===== src/sv/fsnp_pkg.sv =====
// Shared types, character codes and helpers for the format string number printer.
// Used by fsnp_ctrl, fsnp_dp and format_string_number_printer; depends on nothing.
`default_nettype none

package fsnp_pkg;

  localparam int unsigned ARG_BITS_DEF = 64;
  localparam int unsigned FMT_W        = 8;
  localparam int unsigned ARG_W        = 64;
  localparam int unsigned CNT_W        = 31;
  localparam int unsigned IN_DATA_W    = 72;  // fmt_char + arg_value
  localparam int unsigned OUT_DATA_W   = 40;  // out_char + chars_total, padded to bytes

  localparam logic [CNT_W-1:0] COUNT_MAX = {CNT_W{1'b1}};
  // floor(v / 10) == (v * DEC_RECIP) >> DEC_SHIFT for every 32-bit v
  localparam logic [31:0]      DEC_RECIP = 32'hCCCC_CCCD;
  localparam int unsigned      DEC_SHIFT = 35;

  localparam logic [7:0] CH_PCT   = 8'h25;  // '%'
  localparam logic [7:0] CH_DASH  = 8'h2D;  // '-'
  localparam logic [7:0] CH_ZERO  = 8'h30;  // '0'
  localparam logic [7:0] CH_X     = 8'h78;  // 'x'
  localparam logic [7:0] CH_D     = 8'h64;  // 'd'
  localparam logic [7:0] CH_I     = 8'h69;  // 'i'
  localparam logic [7:0] CH_U     = 8'h75;  // 'u'
  localparam logic [7:0] CH_O     = 8'h6F;  // 'o'
  localparam logic [7:0] CH_C     = 8'h63;  // 'c'
  localparam logic [7:0] CH_P     = 8'h70;  // 'p'
  localparam logic [7:0] CH_UA    = 8'h41;  // 'A'
  localparam logic [7:0] CH_LA    = 8'h61;  // 'a'

  // What an input byte asks for
  typedef enum logic [2:0] {
    KD_ARM,   // '%' that opens a conversion, no output
    KD_CHAR,  // one character: echo or %c
    KD_DEC,   // decimal digits
    KD_OCT,   // octal digits
    KD_HEX,   // uppercase hex digits
    KD_PTR    // "0x" and lowercase hex digits
  } kind_t;

  // Source of the next output character
  typedef enum logic [2:0] {
    OS_CHAR,
    OS_DASH,
    OS_ZERO,
    OS_X,
    OS_DIGIT
  } osel_t;

  typedef enum logic [2:0] {
    S_IDLE,
    S_MUL,
    S_DIG,
    S_NEG,
    S_P0,
    S_PX,
    S_OUT,
    S_ONE
  } state_t;

  typedef struct packed {
    logic  accept;  // latch the input beat
    logic  mul;     // register the reciprocal product
    logic  dig;     // store one digit, advance the value
    logic  emit;    // load the output register
    logic  pop;     // drop the top digit
    logic  last;    // last character of this item
    osel_t sel;
  } dp_cmd_t;

  typedef struct packed {
    kind_t in_kind;   // decode of the byte on the input
    kind_t mode;      // latched kind
    logic  neg;       // latched sign
    logic  q_zero;    // value after this digit step is zero
    logic  len_one;   // one digit left
    logic  out_free;  // output register can take a beat
  } dp_sts_t;

  function automatic logic [7:0] digit_char(input logic [3:0] d, input logic lower);
    logic [7:0] base;
    begin
      base = lower ? CH_LA : CH_UA;
      digit_char = (d < 4'd10) ? (CH_ZERO + {4'd0, d}) : (base + {4'd0, d} - 8'd10);
    end
  endfunction

endpackage

`default_nettype wire


===== src/sv/fsnp_ctrl.sv =====
// Sequencer of the format string number printer: accept, digit generation, emission.
// Depends on fsnp_pkg; drives fsnp_dp through dp_cmd_t and reads dp_sts_t.
`default_nettype none

module fsnp_ctrl (
  input  wire logic             clk,
  input  wire logic             rst_n,
  input  wire logic             in_tvalid,
  output logic                  in_tready,
  input  wire fsnp_pkg::dp_sts_t sts,
  output fsnp_pkg::dp_cmd_t     cmd
);

  fsnp_pkg::state_t state_r, state_nxt;

  // after the digits exist: prefix first, then digits
  function automatic fsnp_pkg::state_t after_digits(input fsnp_pkg::dp_sts_t s);
    begin
      if (s.neg) begin
        after_digits = fsnp_pkg::S_NEG;
      end else if (s.mode == fsnp_pkg::KD_PTR) begin
        after_digits = fsnp_pkg::S_P0;
      end else begin
        after_digits = fsnp_pkg::S_OUT;
      end
    end
  endfunction

  always_ff @(posedge clk) begin
    if (!rst_n) begin
      state_r <= fsnp_pkg::S_IDLE;
    end else begin
      state_r <= state_nxt;
    end
  end

  always_comb begin
    state_nxt = state_r;
    unique case (state_r)
      fsnp_pkg::S_IDLE: begin
        if (in_tvalid) begin
          unique case (sts.in_kind)
            fsnp_pkg::KD_ARM:  state_nxt = fsnp_pkg::S_IDLE;
            fsnp_pkg::KD_CHAR: state_nxt = fsnp_pkg::S_ONE;
            fsnp_pkg::KD_DEC:  state_nxt = fsnp_pkg::S_MUL;
            default:           state_nxt = fsnp_pkg::S_DIG;
          endcase
        end
      end
      fsnp_pkg::S_MUL: state_nxt = fsnp_pkg::S_DIG;
      fsnp_pkg::S_DIG: begin
        if (sts.q_zero) begin
          state_nxt = after_digits(sts);
        end else if (sts.mode == fsnp_pkg::KD_DEC) begin
          state_nxt = fsnp_pkg::S_MUL;
        end
      end
      fsnp_pkg::S_NEG: if (sts.out_free) state_nxt = fsnp_pkg::S_OUT;
      fsnp_pkg::S_P0:  if (sts.out_free) state_nxt = fsnp_pkg::S_PX;
      fsnp_pkg::S_PX:  if (sts.out_free) state_nxt = fsnp_pkg::S_OUT;
      fsnp_pkg::S_OUT: if (sts.out_free && sts.len_one) state_nxt = fsnp_pkg::S_IDLE;
      fsnp_pkg::S_ONE: if (sts.out_free) state_nxt = fsnp_pkg::S_IDLE;
      default:         state_nxt = fsnp_pkg::S_IDLE;
    endcase
  end

  always_comb begin
    in_tready  = 1'b0;
    cmd        = '0;
    cmd.sel    = fsnp_pkg::OS_CHAR;
    unique case (state_r)
      fsnp_pkg::S_IDLE: begin
        in_tready  = 1'b1;
        cmd.accept = in_tvalid;
      end
      fsnp_pkg::S_MUL: cmd.mul = 1'b1;
      fsnp_pkg::S_DIG: cmd.dig = 1'b1;
      fsnp_pkg::S_NEG: begin
        cmd.emit = sts.out_free;
        cmd.sel  = fsnp_pkg::OS_DASH;
      end
      fsnp_pkg::S_P0: begin
        cmd.emit = sts.out_free;
        cmd.sel  = fsnp_pkg::OS_ZERO;
      end
      fsnp_pkg::S_PX: begin
        cmd.emit = sts.out_free;
        cmd.sel  = fsnp_pkg::OS_X;
      end
      fsnp_pkg::S_OUT: begin
        cmd.emit = sts.out_free;
        cmd.pop  = sts.out_free;
        cmd.last = sts.len_one;
        cmd.sel  = fsnp_pkg::OS_DIGIT;
      end
      fsnp_pkg::S_ONE: begin
        cmd.emit = sts.out_free;
        cmd.last = 1'b1;
        cmd.sel  = fsnp_pkg::OS_CHAR;
      end
      default: ;
    endcase
  end

endmodule

`default_nettype wire


===== src/sv/fsnp_dp.sv =====
// Datapath of the format string number printer: decode, radix digit unit,
// digit stack, character counter and output register. Depends on fsnp_pkg.
`default_nettype none

module fsnp_dp #(
  parameter int unsigned ARG_BITS = fsnp_pkg::ARG_BITS_DEF
) (
  input  wire logic                          clk,
  input  wire logic                          rst_n,
  input  wire logic [fsnp_pkg::FMT_W-1:0]    fmt_char,
  input  wire logic [fsnp_pkg::ARG_W-1:0]    arg_value,
  input  wire logic                          format_end,
  input  wire fsnp_pkg::dp_cmd_t             cmd,
  output fsnp_pkg::dp_sts_t                  sts,
  input  wire logic                          out_tready,
  output logic                               out_tvalid,
  output logic                               out_tlast,
  output logic [7:0]                         out_char,
  output logic [fsnp_pkg::CNT_W-1:0]         chars_total
);

  localparam int unsigned HEX_DIGITS = (ARG_BITS + 3) / 4;
  localparam int unsigned BUF_DEPTH  = (HEX_DIGITS > 11) ? HEX_DIGITS : 11;
  localparam int unsigned IDX_W      = $clog2(BUF_DEPTH);
  localparam int unsigned LEN_W      = $clog2(BUF_DEPTH + 1);

  logic                         pending_r;
  fsnp_pkg::kind_t              mode_r;
  logic                         neg_r;
  logic [7:0]                   ch_r;
  logic [ARG_BITS-1:0]          val_r;
  logic [63:0]                  prod_r;
  logic [3:0]                   buf_r [BUF_DEPTH];
  logic [LEN_W-1:0]             len_r;
  logic [fsnp_pkg::CNT_W-1:0]   cnt_r;
  logic                         out_valid_r;
  logic                         out_last_r;
  logic [7:0]                   out_char_r;

  // ---- decode of the byte on the input
  fsnp_pkg::kind_t in_kind;
  logic            in_neg;
  logic [7:0]      in_ch;
  logic [31:0]     low;

  assign low = arg_value[31:0];

  always_comb begin
    in_kind = fsnp_pkg::KD_CHAR;
    in_neg  = 1'b0;
    in_ch   = fmt_char;
    if (pending_r) begin
      unique case (fmt_char)
        fsnp_pkg::CH_D, fsnp_pkg::CH_I: begin
          in_kind = fsnp_pkg::KD_DEC;
          in_neg  = low[31];
        end
        fsnp_pkg::CH_U: in_kind = fsnp_pkg::KD_DEC;
        fsnp_pkg::CH_O: in_kind = fsnp_pkg::KD_OCT;
        fsnp_pkg::CH_X: in_kind = fsnp_pkg::KD_HEX;
        fsnp_pkg::CH_P: in_kind = fsnp_pkg::KD_PTR;
        fsnp_pkg::CH_C: in_ch   = arg_value[7:0];
        default:        in_kind = fsnp_pkg::KD_CHAR;
      endcase
    end else if (fmt_char == fsnp_pkg::CH_PCT && !format_end) begin
      in_kind = fsnp_pkg::KD_ARM;
    end
  end

  // ---- one digit step
  logic [28:0]          dec_q;
  logic [31:0]          dec_rem;
  logic [3:0]           dig;
  logic [ARG_BITS-1:0]  val_step;

  assign dec_q   = prod_r[63:fsnp_pkg::DEC_SHIFT];
  assign dec_rem = val_r[31:0] - {dec_q, 3'b000} - {2'b00, dec_q, 1'b0};

  always_comb begin
    unique case (mode_r)
      fsnp_pkg::KD_DEC: begin
        dig      = dec_rem[3:0];
        val_step = ARG_BITS'(dec_q);
      end
      fsnp_pkg::KD_OCT: begin
        dig      = {1'b0, val_r[2:0]};
        val_step = val_r >> 3;
      end
      default: begin
        dig      = val_r[3:0];
        val_step = val_r >> 4;
      end
    endcase
  end

  logic [IDX_W-1:0] wr_idx, rd_idx;
  logic [LEN_W-1:0] len_dec;

  assign len_dec = len_r - LEN_W'(1);
  assign wr_idx  = len_r[IDX_W-1:0];
  assign rd_idx  = len_dec[IDX_W-1:0];

  always_ff @(posedge clk) begin
    if (cmd.accept) begin
      mode_r <= in_kind;
      neg_r  <= in_neg;
      ch_r   <= in_ch;
      if (in_kind == fsnp_pkg::KD_PTR) begin
        val_r <= arg_value[ARG_BITS-1:0];
      end else if (in_neg) begin
        val_r <= ARG_BITS'(~low + 32'd1);
      end else begin
        val_r <= ARG_BITS'(low);
      end
    end else if (cmd.dig) begin
      val_r <= val_step;
    end
    if (cmd.mul) begin
      prod_r <= val_r[31:0] * fsnp_pkg::DEC_RECIP;
    end
    if (cmd.dig) begin
      buf_r[wr_idx] <= dig;
    end
  end

  // ---- control registers
  logic [7:0] emit_char;

  always_comb begin
    unique case (cmd.sel)
      fsnp_pkg::OS_DASH:  emit_char = fsnp_pkg::CH_DASH;
      fsnp_pkg::OS_ZERO:  emit_char = fsnp_pkg::CH_ZERO;
      fsnp_pkg::OS_X:     emit_char = fsnp_pkg::CH_X;
      fsnp_pkg::OS_DIGIT: emit_char = fsnp_pkg::digit_char(buf_r[rd_idx],
                                                          mode_r == fsnp_pkg::KD_PTR);
      default:            emit_char = ch_r;
    endcase
  end

  always_ff @(posedge clk) begin
    if (!rst_n) begin
      pending_r   <= 1'b0;
      len_r       <= '0;
      cnt_r       <= '0;
      out_valid_r <= 1'b0;
    end else begin
      if (cmd.accept) begin
        pending_r <= (in_kind == fsnp_pkg::KD_ARM);
        len_r     <= '0;
      end else if (cmd.dig) begin
        len_r <= len_r + LEN_W'(1);
      end else if (cmd.pop) begin
        len_r <= len_dec;
      end
      if (cmd.emit) begin
        out_valid_r <= 1'b1;
        if (cnt_r != fsnp_pkg::COUNT_MAX) begin
          cnt_r <= cnt_r + fsnp_pkg::CNT_W'(1);
        end
      end else if (out_tready) begin
        out_valid_r <= 1'b0;
      end
    end
  end

  always_ff @(posedge clk) begin
    if (cmd.emit) begin
      out_char_r <= emit_char;
      out_last_r <= cmd.last;
    end
  end

  assign sts.in_kind  = in_kind;
  assign sts.mode     = mode_r;
  assign sts.neg      = neg_r;
  assign sts.q_zero   = (val_step == '0);
  assign sts.len_one  = (len_r == LEN_W'(1));
  assign sts.out_free = !out_valid_r || out_tready;

  assign out_tvalid  = out_valid_r;
  assign out_tlast   = out_last_r;
  assign out_char    = out_char_r;
  assign chars_total = cnt_r;

endmodule

`default_nettype wire


===== src/sv/format_string_number_printer.sv =====
// Top level of the format string number printer: streaming printf engine.
// Depends on fsnp_pkg, fsnp_ctrl and fsnp_dp.
//
// Usage:
//   Input channel (in_*): one beat per format byte. in_tdata carries the byte
//   and the argument, in_tlast marks the last byte of the format string.
//   Output channel (out_*): one beat per printed character. out_tlast is high
//   on the last character caused by one input beat; out_tdata also carries
//   the running character count, which saturates at 2^31-1.
//   A '%' that is not last in the format produces no output beat; the next
//   byte picks the conversion (d i u o x c p), any other byte is echoed.
// Sequencing:
//   One input beat is worked on at a time. A plain byte is latched at accept
//   and then loaded into the output register. Octal and hex take one S_DIG
//   step per digit in the radix unit, decimal an S_MUL step (reciprocal multiply)
//   and then an S_DIG step (remainder), after which every character (sign, "0x"
//   and digits) passes through the output register.
// Reset: synchronous, active low; clears the pending '%', the count and the
//   output valid. Stall: while out_tready is low the held beat stays and the
//   sequencer waits; in_tready is high only between items.
`default_nettype none

module format_string_number_printer #(
  parameter int unsigned ARG_BITS = fsnp_pkg::ARG_BITS_DEF
) (
  input  wire logic                               clk,
  input  wire logic                               rst_n,
  // in_tdata: [7:0] fmt_char, [71:8] arg_value
  input  wire logic [fsnp_pkg::IN_DATA_W-1:0]     in_tdata,
  input  wire logic                               in_tlast,    // format_end
  input  wire logic                               in_tvalid,
  output logic                                    in_tready,
  // out_tdata: [7:0] out_char, [38:8] chars_total, [39] zero
  output logic [fsnp_pkg::OUT_DATA_W-1:0]         out_tdata,
  output logic                                    out_tlast,   // run_last
  output logic                                    out_tvalid,
  input  wire logic                               out_tready
);

  fsnp_pkg::dp_cmd_t           cmd;
  fsnp_pkg::dp_sts_t           sts;
  logic [7:0]                  out_char;
  logic [fsnp_pkg::CNT_W-1:0]  chars_total;

  fsnp_ctrl u_ctrl (
    .clk       (clk),
    .rst_n     (rst_n),
    .in_tvalid (in_tvalid),
    .in_tready (in_tready),
    .sts       (sts),
    .cmd       (cmd)
  );

  fsnp_dp #(
    .ARG_BITS (ARG_BITS)
  ) u_dp (
    .clk         (clk),
    .rst_n       (rst_n),
    .fmt_char    (in_tdata[7:0]),
    .arg_value   (in_tdata[71:8]),
    .format_end  (in_tlast),
    .cmd         (cmd),
    .sts         (sts),
    .out_tready  (out_tready),
    .out_tvalid  (out_tvalid),
    .out_tlast   (out_tlast),
    .out_char    (out_char),
    .chars_total (chars_total)
  );

  // pack the output beat, low field first, pad to whole bytes
  assign out_tdata = {1'b0, chars_total, out_char};

endmodule

`default_nettype wire

===== config.mk =====
export PLATFORM = sky130hd
export DESIGN_NAME = format_string_number_printer
export DESIGN_NICKNAME = d
export VERILOG_FILES = /design/src/sv/fsnp_pkg.sv /design/src/sv/fsnp_ctrl.sv /design/src/sv/fsnp_dp.sv /design/src/sv/format_string_number_printer.sv
export SDC_FILE = /design/constraint.sdc
export NUM_CORES = 2
export LEC_CHECK = 0
export CAP_MARGIN = 20
export CORE_ASPECT_RATIO = 2
export CORE_UTILIZATION = 67
export CTS_CLUSTER_DIAMETER = 200
export CTS_CLUSTER_SIZE = 12
export DETAILED_ROUTE_END_ITERATION = 8
export DONT_BUFFER_PORTS = 1
export HOLD_SLACK_MARGIN = 0.02
export PLACE_DENSITY = 0.89
export SETUP_SLACK_MARGIN = 0.05
export SLEW_MARGIN = 20
export SYNTH_ARGS = -nofsm -noshare
export SYNTH_HDL_FRONTEND = slang
export SYNTH_SLANG_ARGS = --single-unit

===== constraint.sdc =====
create_clock -name clk -period 9.24 [get_ports clk]
set_clock_uncertainty 0.15 [all_clocks]
set_input_delay 0 -clock clk [delete_from_list [all_inputs] [get_ports clk]]
set_output_delay 0 -clock clk [all_outputs]
set_load 0.005 [all_outputs]

==> results of run 1 <==
## synth_stat cells, types with 7 or more instances
library cell / number / area (um^2)
sky130_fd_sc_hd__xor2_1: 77 / 674
sky130_fd_sc_hd__o21a_1: 7 / 52.6
sky130_fd_sc_hd__or3_1: 11 / 68.8
sky130_fd_sc_hd__clkbuf_1: 65 / 244
sky130_fd_sc_hd__o211ai_1: 10 / 75.1
sky130_fd_sc_hd__o31ai_1: 8 / 60.1
sky130_fd_sc_hd__nor2b_1: 14 / 87.6
sky130_fd_sc_hd__mux2i_1: 22 / 220
sky130_fd_sc_hd__or4_1: 14 / 105
sky130_fd_sc_hd__and3_1: 39 / 244
sky130_fd_sc_hd__a21o_1: 46 / 345
sky130_fd_sc_hd__dfxtp_1: 41 / 821
sky130_fd_sc_hd__nand2b_1: 17 / 106
sky130_fd_sc_hd__ha_1: 357 / 4470
sky130_fd_sc_hd__edfxtp_1: 178 / 5350
sky130_fd_sc_hd__nor4_1: 11 / 68.8
sky130_fd_sc_hd__and2_1: 42 / 263
sky130_fd_sc_hd__nand3_1: 32 / 160
sky130_fd_sc_hd__nor2_1: 87 / 327
sky130_fd_sc_hd__a21oi_1: 130 / 651
sky130_fd_sc_hd__inv_1: 650 / 2440
sky130_fd_sc_hd__xnor2_1: 67 / 587
sky130_fd_sc_hd__nand2_1: 111 / 417
sky130_fd_sc_hd__fa_1: 387 / 7750
sky130_fd_sc_hd__mux4_2: 18 / 405
sky130_fd_sc_hd__a211oi_1: 45 / 338
sky130_fd_sc_hd__a31oi_1: 13 / 81.3
sky130_fd_sc_hd__nand4_1: 22 / 138
sky130_fd_sc_hd__a21boi_0: 11 / 82.6
sky130_fd_sc_hd__nor3_1: 18 / 90.1
sky130_fd_sc_hd__o21ai_0: 65 / 325
sky130_fd_sc_hd__mux2_2: 61 / 687
## metal layers
metal / track usage, % / overflow
met2: 85.3 / 2
met3: 12.8 / 0
met1: 46.3 / 0
met5: 0 / 0
met4: 61.5 / 3
## stage by stage
step / util [%] / setup slack, ns / cells / instance area (um^2) / hold slack, ns
3_3_place_gp: 69.3 / 1.10 / 3252 / 29000 / -0.0289
4_1_cts: 73.5 / 0.877 / 3406 / 30800 / 0.0253
2_1_floorplan: - / 1.99 / 2770 / 28500 / 0.0112
3_5_place_dp: 69.3 / 0.916 / 3252 / 29000 / -0.0207
## what timing repair did
item / 4_1_cts
hold buffers: 114
endpoints found under the hold margin: 117
resized for setup: 0
## kinds of logic after synthesis
logic type / after synthesis / share of synthesized area (%)
AOI/OAI and AO/OA: 380 / 8.43
xor gates and xnor gates: 144 / 4.42
adders and majority gates: 744 / 42.8
buffers and inverters: 726 / 9.58
DFF: 219 / 21.6
muxes: 101 / 4.60
other: 1 / 0.0132
and+or+nand+nor: 455 / 8.47
==> implementation parameters, run 1 <==
Parameter                              Value

Synth
  Prevailing post-synth register cell ... sky130_fd_sc_hd__edfxtp_1
  Synth Register Bits ... 219
  Cell variety after synth ... 76
  Sequential share of the synthesized area ... 21.6%
  Average cell area after synthesis ... 10.3 um^2
  Synth Net Count ... 3,591
  Synth warn ... 0
  Asr flop ratio synth ... 0%
  Count of flip-flops with a built-in enable after synthesis ... 178
  Gate count after technology mapping ... 2,770
  Post-Synthesis Cell Area ... 28,500 um^2

Clock network
  H-tree levels ... 1
  Sink count of the clock tree ... 219
  CTS max path bufs ... 3
  Buffer cell driving the clock tree root ... sky130_fd_sc_hd__clkbuf_16
  Number of CTS-inserted buffers ... 22
  Setup bufs post-CTS ... 0

Die
  Core Rows ... 106
  Die Ht ... 294 um
  Number of I/O pins ... 120
  Initial core utilization ... 68.0%
  Die boundary width ... 148 um

Global route
  Total global-route track usage ... 51.2%
  Wire length of the first global-routing pass ... 157,000 um
  Via count of the first global-routing pass ... 25,200
  Grt total ovfl ... 5
  Pin count of the biggest net entering global routing ... 83

Placement
  Final GP Congestion ... 1.10
  Count of input and output buffers ... 0
  Half-perimeter wire length after detailed placement ... 82,500 um

Outcome
  Last flow stage reached ... 5_1_grt
  Error message ... [ERROR GRT-0116] Global routing finished with congestion. Check the congestion regions in the DRC Viewer.
  Outcome ... did not finish
==> inputs of run 2 (changes only) <==
--- a/config.mk
+++ b/config.mk
@@ -6,15 +6,10 @@
 export NUM_CORES = 2
 export LEC_CHECK = 0
 export CAP_MARGIN = 20
-export CORE_ASPECT_RATIO = 2
-export CORE_UTILIZATION = 67
-export CTS_CLUSTER_DIAMETER = 200
-export CTS_CLUSTER_SIZE = 12
+export CORE_UTILIZATION = 40
 export DETAILED_ROUTE_END_ITERATION = 8
 export DONT_BUFFER_PORTS = 1
-export HOLD_SLACK_MARGIN = 0.02
-export PLACE_DENSITY = 0.89
-export SETUP_SLACK_MARGIN = 0.05
+export PLACE_DENSITY_LB_ADDON = 0.15
 export SLEW_MARGIN = 20
 export SYNTH_ARGS = -nofsm -noshare
 export SYNTH_HDL_FRONTEND = slang
==> implementation parameters, run 2 <==
Parameter                              Value

Outcome
  Outcome ... finished, final reports clean

Setup path
  Arrival time at the worst endpoint ... 8.68 ns
  Maximum fanout encountered on the critical timing path ... 9
  Dominant cell type by count on the critical path ... sky130_fd_sc_hd__fa_1
  Critical path's largest stage delay ... 0.71 ns
  Setup crit start kind ... flip-flop
  Standard cell with the maximum stage delay on the critical path ... sky130_fd_sc_hd__ha_1
  Buf/Inv on CP ... 5
  Ordered cell list for the critical path ... ha_1 -> xnor2_1 -> o21ai_0 -> fa_1 -> inv_1 -> fa_1 -> fa_1 -> inv_1 -> fa_1 -> fa_1 -> inv_1 -> fa_1 -> inv_1 -> ha_1 -> nand2_1 -> or4_1 -> or3_1 -> nor4_1 -> nor4_1 -> buf_4 -> o21ai_0 -> a31oi_1 -> o21ai_0 -> xor2_1
  Critical Path End Type ... flip-flop
  Worst path top cell family by delay ... adder cells
  Critical Path RT ... 9.35 ns
  WS Path Type ... reg2reg

Synth
  Average cell area after synthesis ... 10.3 um^2
  Synthesized-area fraction occupied by adder cells ... 42.8%
  Cell accounting for the most synthesized area ... sky130_fd_sc_hd__fa_1
  Fraction of synthesized area in multiplexers ... 4.60%
  Gate count after technology mapping ... 2,770
  Sequential share of the synthesized area ... 21.6%
  Synth warn ... 0
  Asr flop ratio synth ... 0%
  Dominant cell by count in the synthesized netlist ... sky130_fd_sc_hd__inv_1
  Area share of the largest cell type after synthesis ... 27.2%
  Most frequent cells after synthesis ... sky130_fd_sc_hd__inv_1 (650), sky130_fd_sc_hd__fa_1 (387), sky130_fd_sc_hd__ha_1 (357)
  Prevailing post-synth register cell ... sky130_fd_sc_hd__edfxtp_1
  Post-Synth Simple-Gate Area ... 8.47%
  Cell variety after synth ... 76
  Synth top area cells ... sky130_fd_sc_hd__fa_1 (27%), sky130_fd_sc_hd__edfxtp_1 (19%), sky130_fd_sc_hd__ha_1 (16%), sky130_fd_sc_hd__inv_1 (8.6%), sky130_fd_sc_hd__dfxtp_1 (2.9%)
  Compound-Gate Fraction of Synth Area ... 8.43%
  Combinational family with the most area after synthesis ... adder cells
  Count of flip-flops with a built-in enable after synthesis ... 178
  Synth Register Bits ... 219
  Synth Net Count ... 3,591
  Synthesized-area fraction occupied by xor and xnor cells ... 4.42%
  Post-Synthesis Cell Area ... 28,500 um^2

Global route
  Wire length of the first global-routing pass ... 129,000 um
  Total global-route track usage ... 24.0%
  Grt total ovfl ... 0
  Initial antenna violation count ... 0
  Via count of the first global-routing pass ... 20,900
  Pin count of the biggest net entering global routing ... 65

Drt
  Final WL ... 85,600 um
  # DRC ... 0
  Total iterations of the first detailed-routing run ... 6
  Vias post-DR ... 20,200
  WL/cell ... 22.5 um
  DRT iter0 DRCs ... 1,538
  Remaining number of nets flagged by the antenna check after routing ... 0
  Per-cell via count in the routed design ... 5.30

Timing
  Hold Vio Cnt, Final ... 0
  RSZ-0062 raised after global routing ... no
  Max Freq ... 117 MHz
  Worst Hold Slack ... 0.00324 ns
  Min cycle time layout ... 8.57 ns
  Final count of pins violating max slew ... 0
  Max-slew headroom at the worst pin ... 28.3%
  Final-report setup violation count ... 0
  Setup TNS ... 0 ns
  Final period util ... 92.7%
  Transition time at the pin with the least slew margin ... 1.07 ns

Die
  Initial core utilization ... 40.6%
  Core Rows ... 97
  Die Ht ... 269 um
  Core Region ... 70,300 um^2
  Die boundary width ... 269 um
  Die area ... 72,300 um^2
  Number of I/O pins ... 120

Finish
  Net count reported at finish ... 3,672
  Core Util, Final ... 44.6%
  Fill cell instance count of the final layout ... 6,713
  Most common library cell in the layout ignoring fill and taps ... sky130_fd_sc_hd__inv_1
  Area grow syn2layout ... 9.92%
  # diodes ... 0
  Layout cell share with drive strength beyond 1 ... 5.37%
  Commonest cells after routing, fill and taps aside ... sky130_fd_sc_hd__inv_1 (650), sky130_fd_sc_hd__fa_1 (387), sky130_fd_sc_hd__ha_1 (357)

Worst hold path
  Type of the tightest min-delay check ... in2reg

Placement
  Final GP Congestion ... 0.960
  Count of input and output buffers ... 0
  Half-perimeter wire length after detailed placement ... 72,300 um

Clock network
  Clock tree from TritonCTS ... done
  Number of CTS-inserted buffers ... 21
  Post-CTS Hold Buffers ... 112
  Number of gates resized after cts ... 0
  CTS max path bufs ... 3
  Setup bufs post-CTS ... 0
  Later-pin clock latency in the skew report ... 0.52 ns
  Sink count of the clock tree ... 219
  Buffer cell driving the clock tree root ... sky130_fd_sc_hd__clkbuf_16
  Clock input transition at the sequential cells of the worst setup and hold paths ... 0.07 ns
  H-tree levels ... 1

Job
  Max-cap violations ... 0
run 2: cell counts after synthesis:
Identical to the previous run, type by type.
run 2: cell families after synthesis:
kind of cell / count (synthesis)
simple gates: 455
other cells: 1
flops: 219
compound gates: 380
fa+ha+maj: 744
mux: 101
buf+inv: 726
xor+xnor: 144
run 2: through the flow:
step	cell area, um^2	worst slack [ns]	instances
after detailed placement	29600	0.812	3656
after global placement	29600	0.936	3656
after global routing	31300	0.406	3806
after floorplan	28500	1.99	2770
final	31300	0.673	3806
after CTS	31300	0.762	3806
run 2: final timing paths:
kind                                startpoint         endpoint  slack (ns)  cells past startpoint
worst max-delay path             u_dp.val_r[8]  u_dp.prod_r[57]        0.67                     24
worst min-delay path              in_tdata[17]   u_dp.val_r[10]       0.003                      4
worst max register to register   u_dp.val_r[8]  u_dp.prod_r[57]        0.67                     24
worst min register to register  u_dp.pending_r   u_dp.pending_r        0.36                      2
run 2: metal layers:
| metal | track usage, % | vias to the layer above | part of all wire [%] |
|---|---|---|---|
| met3 | 2.40 | 106 | 4.1 |
| li1 | - | 9270 | - |
| met1 | 34.5 | 10300 | 46 |
| met5 | 0 | - | 0 |
| met4 | 5.99 | 0 | 2.9 |
| met2 | 38.9 | 494 | 47 |
run 2: worst register-to-register path: stages, from the launching register on:
cell and delay, ns:
sky130_fd_sc_hd__edfxtp_1 0.59, sky130_fd_sc_hd__ha_1 0.72, sky130_fd_sc_hd__xnor2_1 0.19, sky130_fd_sc_hd__o21ai_0 0.35, sky130_fd_sc_hd__fa_1 0.49, sky130_fd_sc_hd__inv_1 0.13, sky130_fd_sc_hd__fa_1 0.45, sky130_fd_sc_hd__fa_1 0.49
sky130_fd_sc_hd__inv_1 0.06, sky130_fd_sc_hd__fa_1 0.51, sky130_fd_sc_hd__fa_1 0.55, sky130_fd_sc_hd__inv_1 0.06, sky130_fd_sc_hd__fa_1 0.53, sky130_fd_sc_hd__inv_1 0.05, sky130_fd_sc_hd__ha_1 0.28, sky130_fd_sc_hd__nand2_1 0.09
sky130_fd_sc_hd__or4_1 0.55, sky130_fd_sc_hd__or3_1 0.37, sky130_fd_sc_hd__nor4_1 0.59, sky130_fd_sc_hd__nor4_1 0.12, sky130_fd_sc_hd__buf_4 0.20, sky130_fd_sc_hd__o21ai_0 0.32, sky130_fd_sc_hd__a31oi_1 0.18, sky130_fd_sc_hd__o21ai_0 0.24
sky130_fd_sc_hd__xor2_1 0.09
run 2: area by class of cell:
cell class / count / area, um^2 / share of cell area (%)
clock buffer: 27 / 568 / 1.81
clock inverter: 11 / 62.6 / 0.200
inverter: 651 / 2440 / 7.80
multi-input combinational: 1825 / 19600 / 62.6
sequential: 219 / 6170 / 19.7
tap: 940 / 1180 / 3.75
timing repair buffer: 133 / 1290 / 4.11
Power of run 2 is not shown: default switching activity piles up to over one toggle a cycle in this logic, so the estimate is an artifact.
